--- src/hw/rtl/psg_pkg.sv ---
`timescale 1ns / 1ps
// ----------------------------------------------------------------------------
// psg_pkg
// Shared types, register map and the volume table of the sound generator.
// ----------------------------------------------------------------------------
package psg_pkg;

    localparam int NUM_CHAN = 3;
    localparam int IN_DATA_W = 32;
    localparam int OUT_DATA_W = 48;

    typedef enum logic [1:0] {
        ACT_TICK  = 2'd0,
        ACT_WRITE = 2'd1,
        ACT_READ  = 2'd2
    } t_action;

    typedef enum logic [0:0] {
        CFG_MASTER_ENABLE = 1'b0,
        CFG_CHANNEL_MASK  = 1'b1
    } t_cfg_index;

    localparam logic [3:0] REG_TONE_A_FINE   = 4'd0;
    localparam logic [3:0] REG_TONE_A_COARSE = 4'd1;
    localparam logic [3:0] REG_TONE_B_FINE   = 4'd2;
    localparam logic [3:0] REG_TONE_B_COARSE = 4'd3;
    localparam logic [3:0] REG_TONE_C_FINE   = 4'd4;
    localparam logic [3:0] REG_TONE_C_COARSE = 4'd5;
    localparam logic [3:0] REG_NOISE_PERIOD  = 4'd6;
    localparam logic [3:0] REG_MIXER_CTL     = 4'd7;
    localparam logic [3:0] REG_VOL_A         = 4'd8;
    localparam logic [3:0] REG_VOL_B         = 4'd9;
    localparam logic [3:0] REG_VOL_C         = 4'd10;
    localparam logic [3:0] REG_ENV_FINE      = 4'd11;
    localparam logic [3:0] REG_ENV_COARSE    = 4'd12;
    localparam logic [3:0] REG_ENV_SHAPE     = 4'd13;
    localparam logic [3:0] REG_PORT_A        = 4'd14;
    localparam logic [3:0] REG_PORT_B        = 4'd15;

    typedef struct packed {
        logic       tick;
        logic       wr_period_lo;
        logic       wr_period_hi;
        logic       wr_shape;
        logic [7:0] data;
    } t_env_ctl;

    typedef struct packed {
        logic [3:0]  level_n;
        logic [15:0] period;
        logic [3:0]  shape;
    } t_env_stat;

    function automatic logic [13:0] vol_level(input logic [3:0] lvl);
        logic [13:0] v;
        unique case (lvl)
            4'd0:    v = 14'd0;
            4'd1:    v = 14'd64;
            4'd2:    v = 14'd90;
            4'd3:    v = 14'd128;
            4'd4:    v = 14'd181;
            4'd5:    v = 14'd256;
            4'd6:    v = 14'd362;
            4'd7:    v = 14'd512;
            4'd8:    v = 14'd724;
            4'd9:    v = 14'd1024;
            4'd10:   v = 14'd1448;
            4'd11:   v = 14'd2048;
            4'd12:   v = 14'd2896;
            4'd13:   v = 14'd4096;
            4'd14:   v = 14'd5793;
            default: v = 14'd8191;
        endcase
        return v;
    endfunction

endpackage

--- src/hw/rtl/psg_env.sv ---
`timescale 1ns / 1ps
// ----------------------------------------------------------------------------
// psg_env
// Envelope generator: period counter, step counter and shape sequencing.
// ----------------------------------------------------------------------------
module psg_env
    import psg_pkg::*;
(
    input  logic      i_clk,
    input  logic      i_rst_n,
    input  t_env_ctl  i_ctl,
    output t_env_stat o_stat
);

    logic [15:0] r_period, n_period;
    logic [15:0] r_count, n_count;
    logic [3:0]  r_step, n_step;
    logic        r_rising, n_rising;
    logic        r_stopped, n_stopped;
    logic [3:0]  r_shape, n_shape;
    logic [15:0] w_period_min;
    logic [15:0] w_count_dec;

    assign w_period_min = (r_period == '0) ? 16'd1 : r_period;
    assign w_count_dec  = (r_count == '0) ? '0 : r_count - 16'd1;

    always_comb begin
        n_period  = r_period;
        n_count   = r_count;
        n_step    = r_step;
        n_rising  = r_rising;
        n_stopped = r_stopped;
        n_shape   = r_shape;
        if (i_ctl.wr_period_lo) begin
            n_period = {r_period[15:8], i_ctl.data};
        end
        if (i_ctl.wr_period_hi) begin
            n_period = {i_ctl.data, r_period[7:0]};
        end
        if (i_ctl.wr_shape) begin
            // restart from the bottom on attack, else from the top
            n_shape   = i_ctl.data[3:0];
            n_stopped = 1'b0;
            n_rising  = i_ctl.data[2];
            n_step    = i_ctl.data[2] ? 4'd0 : 4'd15;
            n_count   = w_period_min;
        end
        if (i_ctl.tick && !r_stopped) begin
            if (w_count_dec != '0) begin
                n_count = w_count_dec;
            end else begin
                n_count = w_period_min;
                priority if (r_rising && r_step != 4'd15) begin
                    n_step = r_step + 4'd1;
                end else if (!r_rising && r_step != 4'd0) begin
                    n_step = r_step - 4'd1;
                end else if (!r_shape[3]) begin
                    n_step    = 4'd0;
                    n_stopped = 1'b1;
                end else if (r_shape[0]) begin
                    if (r_shape[1]) begin
                        n_step = r_step ^ 4'd15;
                    end
                    n_stopped = 1'b1;
                end else if (r_shape[1]) begin
                    n_rising = ~r_rising;
                end else begin
                    n_step = r_rising ? 4'd0 : 4'd15;
                end
            end
        end
    end

    always_ff @(posedge i_clk) begin
        if (!i_rst_n) begin
            r_period  <= '0;
            r_count   <= 16'd1;
            r_step    <= 4'd15;
            r_rising  <= 1'b0;
            r_stopped <= 1'b0;
            r_shape   <= '0;
        end else begin
            r_period  <= n_period;
            r_count   <= n_count;
            r_step    <= n_step;
            r_rising  <= n_rising;
            r_stopped <= n_stopped;
            r_shape   <= n_shape;
        end
    end

    assign o_stat.level_n = n_step;
    assign o_stat.period  = r_period;
    assign o_stat.shape   = r_shape;

endmodule

--- src/hw/rtl/psg_tone_noise_envelope.sv ---
`timescale 1ns / 1ps
// ----------------------------------------------------------------------------
// psg_tone_noise_envelope
// Three-channel tone, noise and envelope sound generator with register bus.
// ----------------------------------------------------------------------------
// Usage:
//   Slave stream: one item per master clock tick, register write or register
//   read; the kind travels on s_tuser, the address, data and pin levels on
//   s_tdata. Master stream: one result item per input item carrying the read
//   data, the mixed sample and both port latches with their strobes.
//   Configuration: i_cfg_we writes master enable (index 0) or the channel
//   mask (index 1); write only while no item is in flight.
//   Path: an item is taken into the input register, and its result is
//   registered into the output register once that register is free.
//   Throughput: one item per cycle while m_tready is high; the input and
//   output registers together let a new item enter while a result waits.
//   Stall: while m_tready is low the result holds; one more item is taken
//   into the input register, then s_tready drops.
//   Reset: synchronous, active low; all generator state returns to its
//   power-up values and both stages empty.
// ----------------------------------------------------------------------------
module psg_tone_noise_envelope
    import psg_pkg::*;
(
    input  logic                  i_clk,
    input  logic                  i_rst_n,
    input  logic                  s_tvalid,
    output logic                  s_tready,
    // [3:0] reg_addr, [11:4] data, [19:12] port_a_pins, [27:20] port_b_pins
    input  logic [IN_DATA_W-1:0]  s_tdata,
    // [1:0] action
    input  logic [1:0]            s_tuser,
    output logic                  m_tvalid,
    input  logic                  m_tready,
    // [7:0] read_value, [23:8] mixed_sample, [31:24] port_a_value,
    // [32] port_a_strobe, [40:33] port_b_value, [41] port_b_strobe
    output logic [OUT_DATA_W-1:0] m_tdata,
    input  logic                  i_cfg_we,
    input  logic [0:0]            i_cfg_index,
    input  logic [2:0]            i_cfg_data
);

    // input stage
    logic        r_in_valid;
    logic [1:0]  r_in_action;
    logic [3:0]  r_in_addr;
    logic [7:0]  r_in_data;
    logic [7:0]  r_in_pa;
    logic [7:0]  r_in_pb;
    logic        w_adv;

    // output stage
    logic               r_out_valid;
    logic [7:0]         r_out_rd;
    logic signed [15:0] r_out_sample;
    logic [1:0]         r_out_strobe;
    logic [7:0]         r_out_latch_a;
    logic [7:0]         r_out_latch_b;

    // configuration
    logic       r_master_enable;
    logic [2:0] r_channel_mask;

    // generator state
    logic [3:0]  r_prescale, n_prescale;
    logic [3:0]  r_env_prescale, n_env_prescale;
    logic [11:0] r_tone_period [NUM_CHAN];
    logic [11:0] n_tone_period [NUM_CHAN];
    logic [11:0] r_tone_count [NUM_CHAN];
    logic [11:0] n_tone_count [NUM_CHAN];
    logic [2:0]  r_tone_level, n_tone_level;
    logic [2:0]  r_tone_dis, n_tone_dis;
    logic [2:0]  r_noise_dis, n_noise_dis;
    logic [3:0]  r_fixed_vol [NUM_CHAN];
    logic [3:0]  n_fixed_vol [NUM_CHAN];
    logic [2:0]  r_use_env, n_use_env;
    logic [4:0]  r_noise_period, n_noise_period;
    logic [4:0]  r_noise_count, n_noise_count;
    logic        r_noise_level, n_noise_level;
    logic [16:0] r_noise_shift, n_noise_shift;
    logic        r_noise_half, n_noise_half;
    logic [1:0]  r_port_oe, n_port_oe;
    logic [7:0]  r_port_latch [2];
    logic [7:0]  n_port_latch [2];

    logic [1:0]         n_strobe;
    logic [7:0]         n_rd;
    logic signed [15:0] n_sample;
    logic               w_slow;
    logic [11:0]        w_tone_dec;
    logic [4:0]         w_noise_dec;
    logic [3:0]         w_lvl;
    logic signed [15:0] w_vol;
    t_env_ctl           w_env_ctl;
    t_env_stat          w_env_stat;

    assign w_adv    = r_in_valid && (!r_out_valid || m_tready);
    assign s_tready = !r_in_valid || w_adv;

    always_ff @(posedge i_clk) begin
        if (!i_rst_n) begin
            r_in_valid <= 1'b0;
        end else if (s_tready) begin
            r_in_valid <= s_tvalid;
        end
    end

    always_ff @(posedge i_clk) begin
        if (s_tready && s_tvalid) begin
            r_in_action <= s_tuser;
            r_in_addr   <= s_tdata[3:0];
            r_in_data   <= s_tdata[11:4];
            r_in_pa     <= s_tdata[19:12];
            r_in_pb     <= s_tdata[27:20];
        end
    end

    always_ff @(posedge i_clk) begin
        if (!i_rst_n) begin
            r_master_enable <= 1'b1;
            r_channel_mask  <= 3'd7;
        end else if (i_cfg_we) begin
            unique case (t_cfg_index'(i_cfg_index))
                CFG_MASTER_ENABLE: r_master_enable <= i_cfg_data[0];
                CFG_CHANNEL_MASK:  r_channel_mask  <= i_cfg_data;
                default:           r_master_enable <= r_master_enable;
            endcase
        end
    end

    assign w_slow = w_adv && (r_in_action == ACT_TICK) && (r_prescale == '0);

    always_comb begin
        w_env_ctl.tick         = w_slow && (r_env_prescale == '0);
        w_env_ctl.wr_period_lo = 1'b0;
        w_env_ctl.wr_period_hi = 1'b0;
        w_env_ctl.wr_shape     = 1'b0;
        w_env_ctl.data         = r_in_data;
        if (w_adv && r_in_action == ACT_WRITE) begin
            w_env_ctl.wr_period_lo = (r_in_addr == REG_ENV_FINE);
            w_env_ctl.wr_period_hi = (r_in_addr == REG_ENV_COARSE);
            w_env_ctl.wr_shape     = (r_in_addr == REG_ENV_SHAPE);
        end
    end

    psg_env u_env (
        .i_clk   (i_clk),
        .i_rst_n (i_rst_n),
        .i_ctl   (w_env_ctl),
        .o_stat  (w_env_stat)
    );

    always_comb begin
        n_prescale     = r_prescale;
        n_env_prescale = r_env_prescale;
        n_tone_period  = r_tone_period;
        n_tone_count   = r_tone_count;
        n_tone_level   = r_tone_level;
        n_tone_dis     = r_tone_dis;
        n_noise_dis    = r_noise_dis;
        n_fixed_vol    = r_fixed_vol;
        n_use_env      = r_use_env;
        n_noise_period = r_noise_period;
        n_noise_count  = r_noise_count;
        n_noise_level  = r_noise_level;
        n_noise_shift  = r_noise_shift;
        n_noise_half   = r_noise_half;
        n_port_oe      = r_port_oe;
        n_port_latch   = r_port_latch;
        n_strobe       = '0;
        n_rd           = '0;
        w_tone_dec     = '0;
        w_noise_dec    = '0;

        if (w_adv && r_in_action == ACT_TICK) begin
            n_prescale = r_prescale + 4'd1;
        end

        if (w_slow) begin
            n_env_prescale = r_env_prescale + 4'd1;
            for (int i = 0; i < NUM_CHAN; i++) begin
                w_tone_dec = (r_tone_count[i] == '0) ? '0 : r_tone_count[i] - 12'd1;
                n_tone_count[i] = w_tone_dec;
                if (w_tone_dec == '0) begin
                    n_tone_count[i] = (r_tone_period[i] == '0) ? 12'd1 : r_tone_period[i];
                    n_tone_level[i] = ~r_tone_level[i];
                end
            end
            w_noise_dec   = (r_noise_count == '0) ? '0 : r_noise_count - 5'd1;
            n_noise_count = w_noise_dec;
            if (w_noise_dec == '0) begin
                n_noise_count = (r_noise_period == '0) ? 5'd1 : r_noise_period;
                n_noise_half  = ~r_noise_half;
                if (!r_noise_half) begin
                    n_noise_level = ~r_noise_shift[0];
                    n_noise_shift = {r_noise_shift[0] ^ r_noise_shift[3], r_noise_shift[16:1]};
                end
            end
        end

        if (w_adv && r_in_action == ACT_WRITE) begin
            unique case (r_in_addr)
                REG_TONE_A_FINE, REG_TONE_B_FINE, REG_TONE_C_FINE: begin
                    n_tone_period[r_in_addr[2:1]] =
                        {r_tone_period[r_in_addr[2:1]][11:8], r_in_data};
                end
                REG_TONE_A_COARSE, REG_TONE_B_COARSE, REG_TONE_C_COARSE: begin
                    n_tone_period[r_in_addr[2:1]] =
                        {r_in_data[3:0], r_tone_period[r_in_addr[2:1]][7:0]};
                end
                REG_NOISE_PERIOD: n_noise_period = r_in_data[4:0];
                REG_MIXER_CTL: begin
                    n_tone_dis  = r_in_data[2:0];
                    n_noise_dis = r_in_data[5:3];
                    n_port_oe   = r_in_data[7:6];
                    n_strobe    = r_in_data[7:6] & ~r_port_oe;
                end
                REG_VOL_A, REG_VOL_B, REG_VOL_C: begin
                    n_fixed_vol[r_in_addr[1:0]] = r_in_data[3:0];
                    n_use_env[r_in_addr[1:0]]   = r_in_data[4];
                end
                REG_PORT_A: begin
                    n_port_latch[0] = r_in_data;
                    n_strobe[0]     = r_port_oe[0];
                end
                REG_PORT_B: begin
                    n_port_latch[1] = r_in_data;
                    n_strobe[1]     = r_port_oe[1];
                end
                default: n_strobe = '0;
            endcase
        end

        if (r_in_action == ACT_READ) begin
            unique case (r_in_addr)
                REG_TONE_A_FINE, REG_TONE_B_FINE, REG_TONE_C_FINE:
                    n_rd = r_tone_period[r_in_addr[2:1]][7:0];
                REG_TONE_A_COARSE, REG_TONE_B_COARSE, REG_TONE_C_COARSE:
                    n_rd = {4'd0, r_tone_period[r_in_addr[2:1]][11:8]};
                REG_NOISE_PERIOD: n_rd = {3'd0, r_noise_period};
                REG_MIXER_CTL:    n_rd = {r_port_oe, r_noise_dis, r_tone_dis};
                REG_VOL_A, REG_VOL_B, REG_VOL_C:
                    n_rd = {3'd0, r_use_env[r_in_addr[1:0]], r_fixed_vol[r_in_addr[1:0]]};
                REG_ENV_FINE:     n_rd = w_env_stat.period[7:0];
                REG_ENV_COARSE:   n_rd = w_env_stat.period[15:8];
                REG_ENV_SHAPE:    n_rd = {4'd0, w_env_stat.shape};
                REG_PORT_A:       n_rd = r_port_oe[0] ? r_port_latch[0] : r_in_pa;
                default:          n_rd = r_port_oe[1] ? r_port_latch[1] : r_in_pb;
            endcase
        end
    end

    // mix from the state after this item
    always_comb begin
        n_sample = '0;
        w_lvl    = '0;
        w_vol    = '0;
        if (r_master_enable) begin
            for (int i = 0; i < NUM_CHAN; i++) begin
                w_lvl = n_use_env[i] ? w_env_stat.level_n : n_fixed_vol[i];
                w_vol = signed'({2'b00, vol_level(w_lvl)});
                if (r_channel_mask[i]) begin
                    if ((n_tone_level[i] || n_tone_dis[i]) &&
                        (n_noise_level || n_noise_dis[i])) begin
                        n_sample = n_sample + w_vol;
                    end else begin
                        n_sample = n_sample - w_vol;
                    end
                end
            end
        end
    end

    always_ff @(posedge i_clk) begin
        if (!i_rst_n) begin
            r_prescale     <= '0;
            r_env_prescale <= '0;
            r_tone_level   <= '1;
            r_tone_dis     <= '1;
            r_noise_dis    <= '1;
            r_use_env      <= '0;
            r_noise_period <= '0;
            r_noise_count  <= '0;
            r_noise_level  <= 1'b1;
            r_noise_shift  <= 17'd1;
            r_noise_half   <= 1'b0;
            r_port_oe      <= '0;
            for (int i = 0; i < NUM_CHAN; i++) begin
                r_tone_period[i] <= '0;
                r_tone_count[i]  <= '0;
                r_fixed_vol[i]   <= '0;
            end
            r_port_latch[0] <= '0;
            r_port_latch[1] <= '0;
        end else begin
            r_prescale     <= n_prescale;
            r_env_prescale <= n_env_prescale;
            r_tone_period  <= n_tone_period;
            r_tone_count   <= n_tone_count;
            r_tone_level   <= n_tone_level;
            r_tone_dis     <= n_tone_dis;
            r_noise_dis    <= n_noise_dis;
            r_fixed_vol    <= n_fixed_vol;
            r_use_env      <= n_use_env;
            r_noise_period <= n_noise_period;
            r_noise_count  <= n_noise_count;
            r_noise_level  <= n_noise_level;
            r_noise_shift  <= n_noise_shift;
            r_noise_half   <= n_noise_half;
            r_port_oe      <= n_port_oe;
            r_port_latch   <= n_port_latch;
        end
    end

    always_ff @(posedge i_clk) begin
        if (!i_rst_n) begin
            r_out_valid <= 1'b0;
        end else if (w_adv) begin
            r_out_valid <= 1'b1;
        end else if (m_tready) begin
            r_out_valid <= 1'b0;
        end
    end

    always_ff @(posedge i_clk) begin
        if (w_adv) begin
            r_out_rd      <= n_rd;
            r_out_sample  <= n_sample;
            r_out_strobe  <= n_strobe;
            r_out_latch_a <= n_port_latch[0];
            r_out_latch_b <= n_port_latch[1];
        end
    end

    assign m_tvalid = r_out_valid;
    assign m_tdata  = {6'd0, r_out_strobe[1], r_out_latch_b, r_out_strobe[0],
                       r_out_latch_a, r_out_sample, r_out_rd};

    a_mute_zero: assert property (@(posedge i_clk) disable iff (!i_rst_n)
        (w_adv && !r_master_enable) |=> (r_out_sample == '0))
        else $error("muted sample not zero");

    a_read_only: assert property (@(posedge i_clk) disable iff (!i_rst_n)
        (w_adv && r_in_action != ACT_READ) |=> (r_out_rd == '0))
        else $error("read data on a non-read item");

    a_strobe_oe: assert property (@(posedge i_clk) disable iff (!i_rst_n)
        (w_adv && n_strobe[0]) |=> r_port_oe[0])
        else $error("port A strobed while input");

    a_lfsr_live: assert property (@(posedge i_clk) disable iff (!i_rst_n)
        r_noise_shift != '0)
        else $error("noise shift register stuck at zero");

endmodule

--- config.mk ---
export PLATFORM = sky130hd
export DESIGN_NAME = psg_tone_noise_envelope
export DESIGN_NICKNAME = d
export VERILOG_FILES = /design/src/hw/rtl/psg_pkg.sv /design/src/hw/rtl/psg_env.sv /design/src/hw/rtl/psg_tone_noise_envelope.sv
export SDC_FILE = /design/constraint.sdc
export NUM_CORES = 1
export LEC_CHECK = 0
export ABC_CLOCK_PERIOD_IN_PS = 10850
export BUFFER_PORTS_ARGS = -buffer_cell sky130_fd_sc_hd__buf_2
export CAP_MARGIN = 15
export CORE_UTILIZATION = 55
export CTS_BUF_LIST = sky130_fd_sc_hd__clkbuf_16
export CTS_CLUSTER_SIZE = 24
export DETAILED_ROUTE_END_ITERATION = 8
export PLACE_DENSITY = 0.82
export SYNTH_ARGS = -nofsm -noshare
export SYNTH_HDL_FRONTEND = slang
export SYNTH_HIERARCHICAL = 1
export SYNTH_SLANG_ARGS = --single-unit
export TNS_END_PERCENT = 20
--- constraint.sdc ---
create_clock -name i_clk -period 10.85 [get_ports i_clk]
set_clock_uncertainty 0.2 [all_clocks]
set_input_delay 0.5425 -clock i_clk [delete_from_list [all_inputs] [get_ports i_clk]]
set_output_delay 0.5425 -clock i_clk [all_outputs]
set_load 0.05 [all_outputs]
# Yosys cells after proc, flatten, opt, wreduce, memory -nomap -nowiden
# Memory sizes are Yosys's and may differ from the RTL's.
# Cells that the tools add are included.
# totals
ff_bits	271
latch_bits	0
ramBits	0
romBits	624
input_bits	43
wordCells	264
memories	3
# classes
addsub	14
mul	0
n_div	0
magnitude_cmp	6
eq_ne	18
n_shift	0
muxes	104
bitwise	14
n_reduce_logical	61
# memory_table
name	words	width	read_ports	rd_clocked_by_memory_dff	write_ports	line_no	text
(name not given)	16	13	1	0	0	psg_pkg.sv:56	unique case (lvl)
(name not given)	16	13	1	0	0	psg_pkg.sv:56	
(name not given)	16	13	1	0	0	psg_pkg.sv:56	
# op_table
cell	count
$mux W16	15
$mux W12	14
$logic_not A12 Y1	9
$bwmux W36	2
$pmux W36 S2	1
$pmux W8 S9	1
$mux W4	17
$mux W14	3
$mux W8	5
$sub A12 B1 Y12 const B	3
$add A16 B15 Y16	2
$eq A4 B4 Y1 const B	8
$logic_not A16 Y1	2
$sub A16 B15 Y16	2
$mux W1	25
$bmux W12 S2	1
$demux W12 S2	1
$mux W3	8
$eq A4 B3 Y1 const B	4
$reduce_bool A16 Y1	1
$sub A16 B1 Y16 const B	1
$logic_and A1 B1 Y1	15
$logic_not A5 Y1	3
$mux W5	3
other kinds (35)	71

# Longest topological paths before layout
# Gate-level depths: netlist of run 1.
# An unclocked memory read counts as a cell.
# depth
depth_word	27
ltp_mapped	44
depth_no_buf	42

# By module
# The synthesis of run 1 kept the hierarchy.
# modules_own_cells
mod	instances	cells_per_inst	area_per_inst_um2
psg_tone_noise_envelope	1	1765	14829.2
psg_env	1	333	2688.8

# Worst setup path before layout of run 1
# No wires, ideal clock.
# synth_path
path_type	register to register
start	register r_out_valid, in the netlist m_tvalid
end	register r_out_sample[15] (data pin)
t_arrival_ns	8.373
required_time_ns	10.390
setup_slack_ns	2.016
path_stages_with_launch	41
path_buffers	4
cell_sequence	dfxtp_1 -> nor2b_1 -> or4_1 -> clkbuf_1 -> clkbuf_1 -> nor4b_1 -> nor2b_1 -> clkbuf_1 -> and3_1 -> nor2_1 -> a222oi_1 -> ha_1 -> clkbuf_1 -> nand2_1 -> nand2_1 -> inv_1 -> ha_1 -> o21ai_0 -> [5 not listed] -> a21oi_1 -> nor2b_1 -> o21ai_0 -> nor2b_1 -> xnor2_1 -> nand2_1 -> o31ai_1 -> ha_1 -> a21oi_1 -> o21ai_0 -> a2111oi_0 -> nor3_1 -> a21o_1 -> a21oi_1 -> xnor2_1 -> nand2_1 -> xor2_1 -> mux2_4
# synth_lines
element	line_no	text
start, declared	psg_tone_noise_envelope.sv:53	logic r_out_valid;
start signal, assigned	psg_tone_noise_envelope.sv:317	r_out_valid <= 1'b0;
start signal, assigned	psg_tone_noise_envelope.sv:319	r_out_valid <= 1'b1;
start signal, assigned	psg_tone_noise_envelope.sv:321	r_out_valid <= 1'b0;
end signal, assigned	psg_tone_noise_envelope.sv:328	r_out_sample <= n_sample;
end, declared	psg_tone_noise_envelope.sv:55	logic signed [15:0] r_out_sample;

==> flow_metrics.env, run 1 <==
export IMPL_status="completed"
export IMPL_critPathLaunchType="register"
export IMPL_gp_congestion=0.927
export IMPL_first_global_vias=15500
export IMPL_slowest_delay_ns=0.62
export IMPL_fp_row_count=64
export IMPL_ys_seq_elements=271
export IMPL_crit_arrival_ns=10.18
export IMPL_grtUsageMet3=0.0430
export IMPL_p_leak_uw=0.00768
export IMPL_wl_per_cell_um=19.3
export IMPL_endpoint_kind="register"
export IMPL_synthDistinctLibCells=109
export IMPL_async_flop_share=0
export IMPL_routed_via_density=6.46
export IMPL_cts_tree="done"
export IMPL_start_util=0.565
export IMPL_cpMaxStageDelayCell="or4b_2"
export IMPL_critPathKind="register to register"
export IMPL_io_pins=93
export IMPL_yosys_warnings=6
export IMPL_cts_htree_levels=1
export IMPL_wl_um=49500
export IMPL_dp_hpwl_um=34300
export IMPL_slew_limit_headroom=0.198
export IMPL_stdcell_area_mm2=0.0194
export IMPL_rsz0062_at_grt="false"
export IMPL_fmax_mhz=99.4
export IMPL_slew_violations=0
export IMPL_seq_area_frac_synth=0.351
export IMPL_firstDrtPassIters=6
export IMPL_hp_class="input pin to register"
export IMPL_worstReg2RegStart="u_env/r_count[0]"
export IMPL_die_h_um=180
export IMPL_drt_iter0_drc=1784
export IMPL_grt_antenna_before_repair=1
export IMPL_drive_gt1_frac=0.105
export IMPL_placed_area_mm2=0.0181
export IMPL_use_met2=0.496
export IMPL_place_ws_ns=0.849
export IMPL_ys_flop_type="dfxtp_1"
export IMPL_detail_route_drc_violations=0
export IMPL_fin_crit_sh=0.927
export IMPL_clockBufferDepth=3
export IMPL_dieArea_mm2=0.0326
export IMPL_clkTransAtPathRegs_ns=0.06
export IMPL_synth_edf_count=72
export IMPL_worstHoldStart="i_cfg_data[2]"
export IMPL_setup_violations=0
export IMPL_grt_pass1_wl_um=80000
export IMPL_multiInputGateArea_mm2=0.0106
export IMPL_nets=2249
export IMPL_hold_viol_final=0
export IMPL_syn_area_per_cell_um2=8.35
export IMPL_required_ns=10.97
export IMPL_regArea_mm2=0.00615
export IMPL_peakVddDrop_mv=0.148
export IMPL_syn_to_final_growth_pct=10.5
export IMPL_grt_max_degree=73
export IMPL_vias=16600
export IMPL_globalRouteTotalUtil=0.298
export IMPL_diodes=0
export IMPL_use_met1=0.396
export IMPL_port_buffer_count=82
export IMPL_synthCells=2098
export IMPL_ant_nets=0
export IMPL_worstMarginPinSlew_ns=1.20
export IMPL_powerDensity_mw_per_mm2=122
export IMPL_crit_path_start="u_env/r_count[0]"
export IMPL_total_power_uw=2370
export IMPL_clockRootBuffer="clkbuf_16"
export IMPL_dieWidth_um=180
export IMPL_grt_overflow_total=0
export IMPL_clkLatencyLatePin_ns=0.58
export IMPL_cts_buffers=30
export IMPL_netlist_area_mm2=0.0175
export IMPL_drv_cap=0
export IMPL_utilization=0.625
export IMPL_core_area_mm2=0.0310
export IMPL_grt_busiest_layer="met2"
export IMPL_path_max_fanout=9
export IMPL_n_fill_cell=2590
export IMPL_final_setup_tns_ns=0
export IMPL_setup_ws_ns=0.788
export IMPL_postCtsSetupBuffers=0
export IMPL_cts_sinks=271
export IMPL_fin_crit_ns=10.06
[cell usage in the layout (no fill, tap or decap), types with 9 or more instances in the layout]
| master | n |
|---|---|
| clkbuf_16 | 31 |
| a31oi_1 | 32 |
| edfxtp_1 | 72 |
| dlygate4sd3_1 | 32 |
| nor3b_1 | 14 |
| and2_1 | 30 |
| a211oi_1 | 31 |
| nand4_1 | 9 |
| a21oi_1 | 133 |
| a21o_1 | 14 |
| or3_1 | 18 |
| or4_1 | 12 |
| xor2_1 | 32 |
| mux2i_1 | 111 |
| a221oi_1 | 18 |
| nor3_1 | 58 |
| buf_4 | 27 |
| nor2b_1 | 25 |
| o22ai_1 | 15 |
| nand2_1 | 206 |
| ha_1 | 58 |
| nand2b_1 | 26 |
| nor4_1 | 28 |
| o211ai_1 | 18 |
| nor2_1 | 234 |
| o31ai_1 | 20 |
| o21ai_0 | 129 |
| xnor2_1 | 54 |
| buf_2 | 82 |
| nand3_1 | 47 |
| dfxtp_1 | 199 |
| o21a_1 | 10 |
| inv_1 | 64 |
| a22oi_1 | 30 |
| mux2_2 | 25 |
| and3_1 | 13 |
| clkinv_1 | 9 |
[power breakdown]
part / total (uW) / switching [uW] / internal (uW)
registers: 1090 / 27.6 / 1060
logic: 305 / 205 / 100
clock network: 973 / 433 / 541
[synth_stat cells, types with 7 or more instances]
cell type / instances / area (um2)
xor2_1: 32 / 280
ha_1: 58 / 726
a221oi_1: 18 / 158
nor4_1: 29 / 181
nand2b_1: 26 / 163
and3_1: 13 / 81.3
xnor2_1: 54 / 473
nor2_1: 235 / 882
o211ai_1: 18 / 135
buf_4: 9 / 67.6
mux2_2: 25 / 282
o21ai_0: 129 / 646
o31ai_1: 20 / 150
nand4_1: 9 / 56.3
o22ai_1: 15 / 93.8
a22o_1: 7 / 61.3
edfxtp_1: 72 / 2160
o21a_1: 10 / 75.1
buf_1: 9 / 33.8
a31oi_1: 32 / 200
nand2_1: 206 / 773
o221ai_1: 7 / 61.3
nor3_1: 58 / 290
nand3b_1: 7 / 52.6
a211oi_1: 31 / 233
dfxtp_1: 199 / 3980
a22oi_1: 30 / 225
mux2i_1: 111 / 1110
a21o_1: 14 / 105
nand3_1: 47 / 235
buf_2: 14 / 70.1
or4_1: 12 / 90.1
clkbuf_1: 96 / 360
nor2b_1: 25 / 156
inv_1: 61 / 229
and2_1: 31 / 194
or3_1: 18 / 113
nor3b_1: 14 / 105
a21oi_1: 133 / 666
[sequential cells by signal, indices dropped and copies added (netlist names), 12 cells and up]
name	flops
u_env/r_period	16
r_tone_count	36
r_out_sample	16
r_noise_shift	17
r_tone_period	36
r_port_latch	16
r_fixed_vol	12
u_env/r_count	16
[path summary, 6_finish.rpt]
| kind | slack [ns] | cells after the start | end |
|---|---|---|---|
| worst max-delay path | 0.79 | 40 | r_out_sample[15] |
| worst min-delay path | 0.02 | 3 | r_channel_mask[2] |
| worst max register to register | 0.79 | 40 | r_out_sample[15] |
| worst min register to register | 0.29 | 2 | r_noise_shift[9] |
[kinds of logic after synthesis]
logic type,after synthesis,share of synthesized area
simple gates,776,0.218
compound gates,566,0.215
flops,271,0.351
buf+inv,197,0.0461
mux,139,0.0818
xor+xnor,86,0.0430
fa+ha+maj,62,0.0449
other cells,1,0.000214
[critical path, delay by kind of cell (launching register included)]
kind / cells / cell delay, ns
AO/OA/AOI/OAI: 20 / 4.13
adder cells (fa/ha/maj): 4 / 1.25
buffers and inverters: 2 / 0.31
AND/OR/NAND/NOR: 8 / 1.80
flip-flops: 1 / 0.48
multiplexers: 2 / 0.83
XOR/XNOR: 4 / 0.76
[timing repair]
action | in CTS | in global routing
endpoints found under the setup margin | 0 | 1
hold endpoints to repair | 32 | 0
resized for setup | 0 | 2
hold buffers | 32 | 0
[routing by layer]
layer,up-vias,wire length (um),share of wire
li1,7774,-,-
met1,7886,20700,0.42
met2,808,23300,0.47
met3,117,4030,0.081
met4,0,1460,0.030
met5,-,0,0
[stage by stage]
| stage | hold slack, ns | cells |
|---|---|---|
| final | 0.0152 | 2566 |
| after global routing | 0.0149 | 2566 |
| after CTS | 0.00352 | 2565 |
| after detailed placement | 0.275 | 2477 |
| after floorplan | 0.241 | 2103 |
| after global placement | 0.258 | 2477 |
[final cells by class]
| type | instances | area share |
|---|---|---|
| multi-input cells | 1635 | 0.547 |
| repair buffers | 142 | 0.0485 |
| well taps | 396 | 0.0256 |
| inverters | 66 | 0.0128 |
| clock buffers | 31 | 0.0401 |
| flip-flops and latches | 271 | 0.317 |
| clock inverters | 25 | 0.00814 |
Note: power is estimated with default switching activity, not from simulation.
==> run 2: changes to the inputs <==
- ABC_AREA: not set -> 1
- ABC_CLOCK_PERIOD_IN_PS: 10850 -> 10500
- clock period: 10.85 -> 10.5 ns (I/O delays scaled with it)
==> flow_metrics.env, run 2 <==
export IMPL_endpoint_kind="register"
export IMPL_synth_xor_area_frac=0.0263
export IMPL_gp_congestion=0.948
export IMPL_routed_via_density=5.61
export IMPL_fin_crit_ns=9.57
export IMPL_grt_overflow_total=0
export IMPL_drt_iter0_drc=1801
export IMPL_use_met2=0.495
export IMPL_n_fill_cell=2929
export IMPL_synthCells=2616
export IMPL_total_power_uw=2580
export IMPL_combPwrFrac=0.162
export IMPL_dp_hpwl_um=36200
export IMPL_fmax_mhz=104
export IMPL_worstHoldStart="i_cfg_data[2]"
export IMPL_synth_top_family_by_area="simple AND/OR/NAND/NOR gates"
export IMPL_seq_area_frac_synth=0.342
export IMPL_worstReg2RegStart="r_in_addr[1]"
export IMPL_final_cell_mix="nand2_1 (658), inv_1 (337), nor2_1 (211)"
export IMPL_first_global_vias=16600
export IMPL_grtUsageMet3=0.0419
export IMPL_globalRouteTotalUtil=0.298
export IMPL_worstMarginPinSlew_ns=1.14
export IMPL_pwr_share_seq=0.437
export IMPL_p_sw_uw=768
export IMPL_internal_power_uw=1810
export IMPL_nets=2790
export IMPL_synth_area_mux_share=0
export IMPL_switching_share=0.298
export IMPL_cts_sinks=271
export IMPL_ys_flop_type="dfxtp_1"
export IMPL_hp_class="input pin to register"
export IMPL_port_buffer_count=82
export IMPL_multiInputGateArea_mm2=0.0100
export IMPL_synth_simple_gate_area_frac=0.315
export IMPL_peakVddDrop_mv=0.136
export IMPL_start_util=0.563
export IMPL_hold_viol_final=0
export IMPL_grt_max_degree=85
export IMPL_postCtsSetupBuffers=0
export IMPL_synth_edf_count=72
export IMPL_critPathLaunchType="register"
export IMPL_clockBufferDepth=3
export IMPL_fp_row_count=65
export IMPL_cts_htree_levels=1
export IMPL_whs_ns=0.0197
export IMPL_path_max_fanout=11
export IMPL_grt_pass1_wl_um=81300
export IMPL_synthDistinctLibCells=66
export IMPL_timing_critical_path_mode_cell="nand2_1"
export IMPL_cts_buffers=30
export IMPL_clkTransAtPathRegs_ns=0.07
export IMPL_rsz0062_at_grt="false"
export IMPL_slew_violations=0
export IMPL_crit_path_start="r_in_addr[1]"
export IMPL_ys_seq_elements=271
export IMPL_die_h_um=183
export IMPL_pwr_share_clk=0.401
export IMPL_biggestRegsByFlops="r_tone_count: 36 flops, r_tone_period: 36 flops, r_noise_shift: 17 flops"
export IMPL_synth_common_cells="nand2_1 (658), inv_1 (331), nor2_1 (211)"
export IMPL_firstDrtPassIters=6
export IMPL_required_ns=10.60
export IMPL_dieArea_mm2=0.0334
export IMPL_powerDensity_mw_per_mm2=130
export IMPL_final_setup_tns_ns=0
export IMPL_setup_violations=0
export IMPL_synthAdderAreaFrac=0.0426
export IMPL_final_common_cell="nand2_1"
export IMPL_critPathKind="register to register"
export IMPL_p_leak_uw=0.00942
export IMPL_detail_route_drc_violations=0
export IMPL_synth_compound_area_frac=0.171
export IMPL_cpMaxStageDelayCell="nor3_1"
export IMPL_grt_antenna_before_repair=0
export IMPL_grt_busiest_layer="met2"
export IMPL_vias=17600
export IMPL_ant_nets=0
export IMPL_diodes=0
export IMPL_status="completed"
export IMPL_synth_most_common_cell="nand2_1"
export IMPL_core_area_mm2=0.0319
export IMPL_regArea_mm2=0.00615
export IMPL_clockRootBuffer="clkbuf_16"
export IMPL_wl_per_cell_um=15.9
export IMPL_io_pins=93
export IMPL_ys_top_cells_by_area="dfxtp_1 (22%), nand2_1 (14%), edfxtp_1 (12%)"
export IMPL_utilization=0.623
export IMPL_drv_cap=0
export IMPL_use_met1=0.393
export IMPL_slowest_delay_ns=0.84
export IMPL_syn_area_per_cell_um2=6.87
export IMPL_drive_gt1_frac=0.103
export IMPL_dieWidth_um=183
export IMPL_yosys_warnings=6
export IMPL_crit_arrival_ns=9.68
export IMPL_wl_um=50000
export IMPL_synth_top_area_share=0.222
export IMPL_slew_limit_headroom=0.221
export IMPL_async_flop_share=0
export IMPL_syn_to_final_growth_pct=10.5
export IMPL_netlist_area_mm2=0.0180
export IMPL_synth_top_area_cell="dfxtp_1"
export IMPL_cts_tree="done"
export IMPL_fin_crit_sh=0.912
export IMPL_clkLatencyLatePin_ns=0.60
==> run 2: changes by cell type after synthesis, moves of 36 or more <==
cell / delta
mux2i_1: -111
nand3_1: +157
clkbuf_1: -37
xnor2_1: -36
nand2_1: +452
nor3_1: -36
a21oi_1: +36
o21ai_0: +73
inv_1: +270
==> run 2: timing repair <==
action / in CTS / in global routing
hold buffers: 32 / 0
gates resized for setup: 0 / 0
hold endpoints to repair: 32 / 0
==> run 2: cell families (layout without fill, tap and decap cells) <==
kind of cell,count (synthesis),count (layout)
AO/OA/AOI/OAI,529,529
AND/OR/NAND/NOR,1250,1250
XOR/XNOR,54,54
adder cells (fa/ha/maj),60,60
flip-flops,271,271
buffers and inverters,451,540
other,1,6
==> run 2: area by class of cell <==
| class | instances | share of cell area |
|---|---|---|
| inverter | 356 | 0.0676 |
| multi-input combinational | 1899 | 0.504 |
| clock inverter | 24 | 0.00939 |
| timing repair buffer | 129 | 0.0434 |
| clock buffer | 31 | 0.0391 |
| sequential | 271 | 0.310 |
| tap | 435 | 0.0274 |
==> run 2: critical path, delay by kind of cell (launching register included) <==
kind	cells	cell delay (ns)
buffers and inverters	5	0.49
AOI/OAI and AO/OA	14	2.78
DFF	1	0.57
adders and majority gates	4	1.09
and+or+nand+nor	28	4.14
==> run 2: power by group through the flow <==
stage / Combinational, uW / Clock, uW / Sequential [uW]
3_5_place_dp: 397 / 0 / 1150
5_1_grt: 462 / 1090 / 1130
4_1_cts: 410 / 1040 / 1130
3_3_place_gp: 390 / 0 / 1150
6_report: 417 / 1030 / 1130
2_1_floorplan: 293 / 0 / 1170
==> run 2: final timing paths <==
kind / slack (ns) / end / cells past startpoint
max: 0.93 / r_out_sample[15] / 51
min: 0.02 / r_channel_mask[2] / 3
max reg2reg: 0.93 / r_out_sample[15] / 51
min reg2reg: 0.26 / r_noise_shift[10] / 2
==> run 2: routing by layer <==
layer,vias up,share of wire
met4,0,0.033
met5,-,0
met3,133,0.077
met2,687,0.46
met1,8008,0.43
li1,8808,-
==> run 2: per-stage QoR <==
stage               worst slack (ns)  std cells  cell area [um2]
floorplan                       2.29       2621            18000
global placement                1.48       3056            18500
detailed placement              1.27       3056            18500
CTS                             1.19       3143            19800
global route                   0.150       3145            19900
finish                         0.925       3145            19900
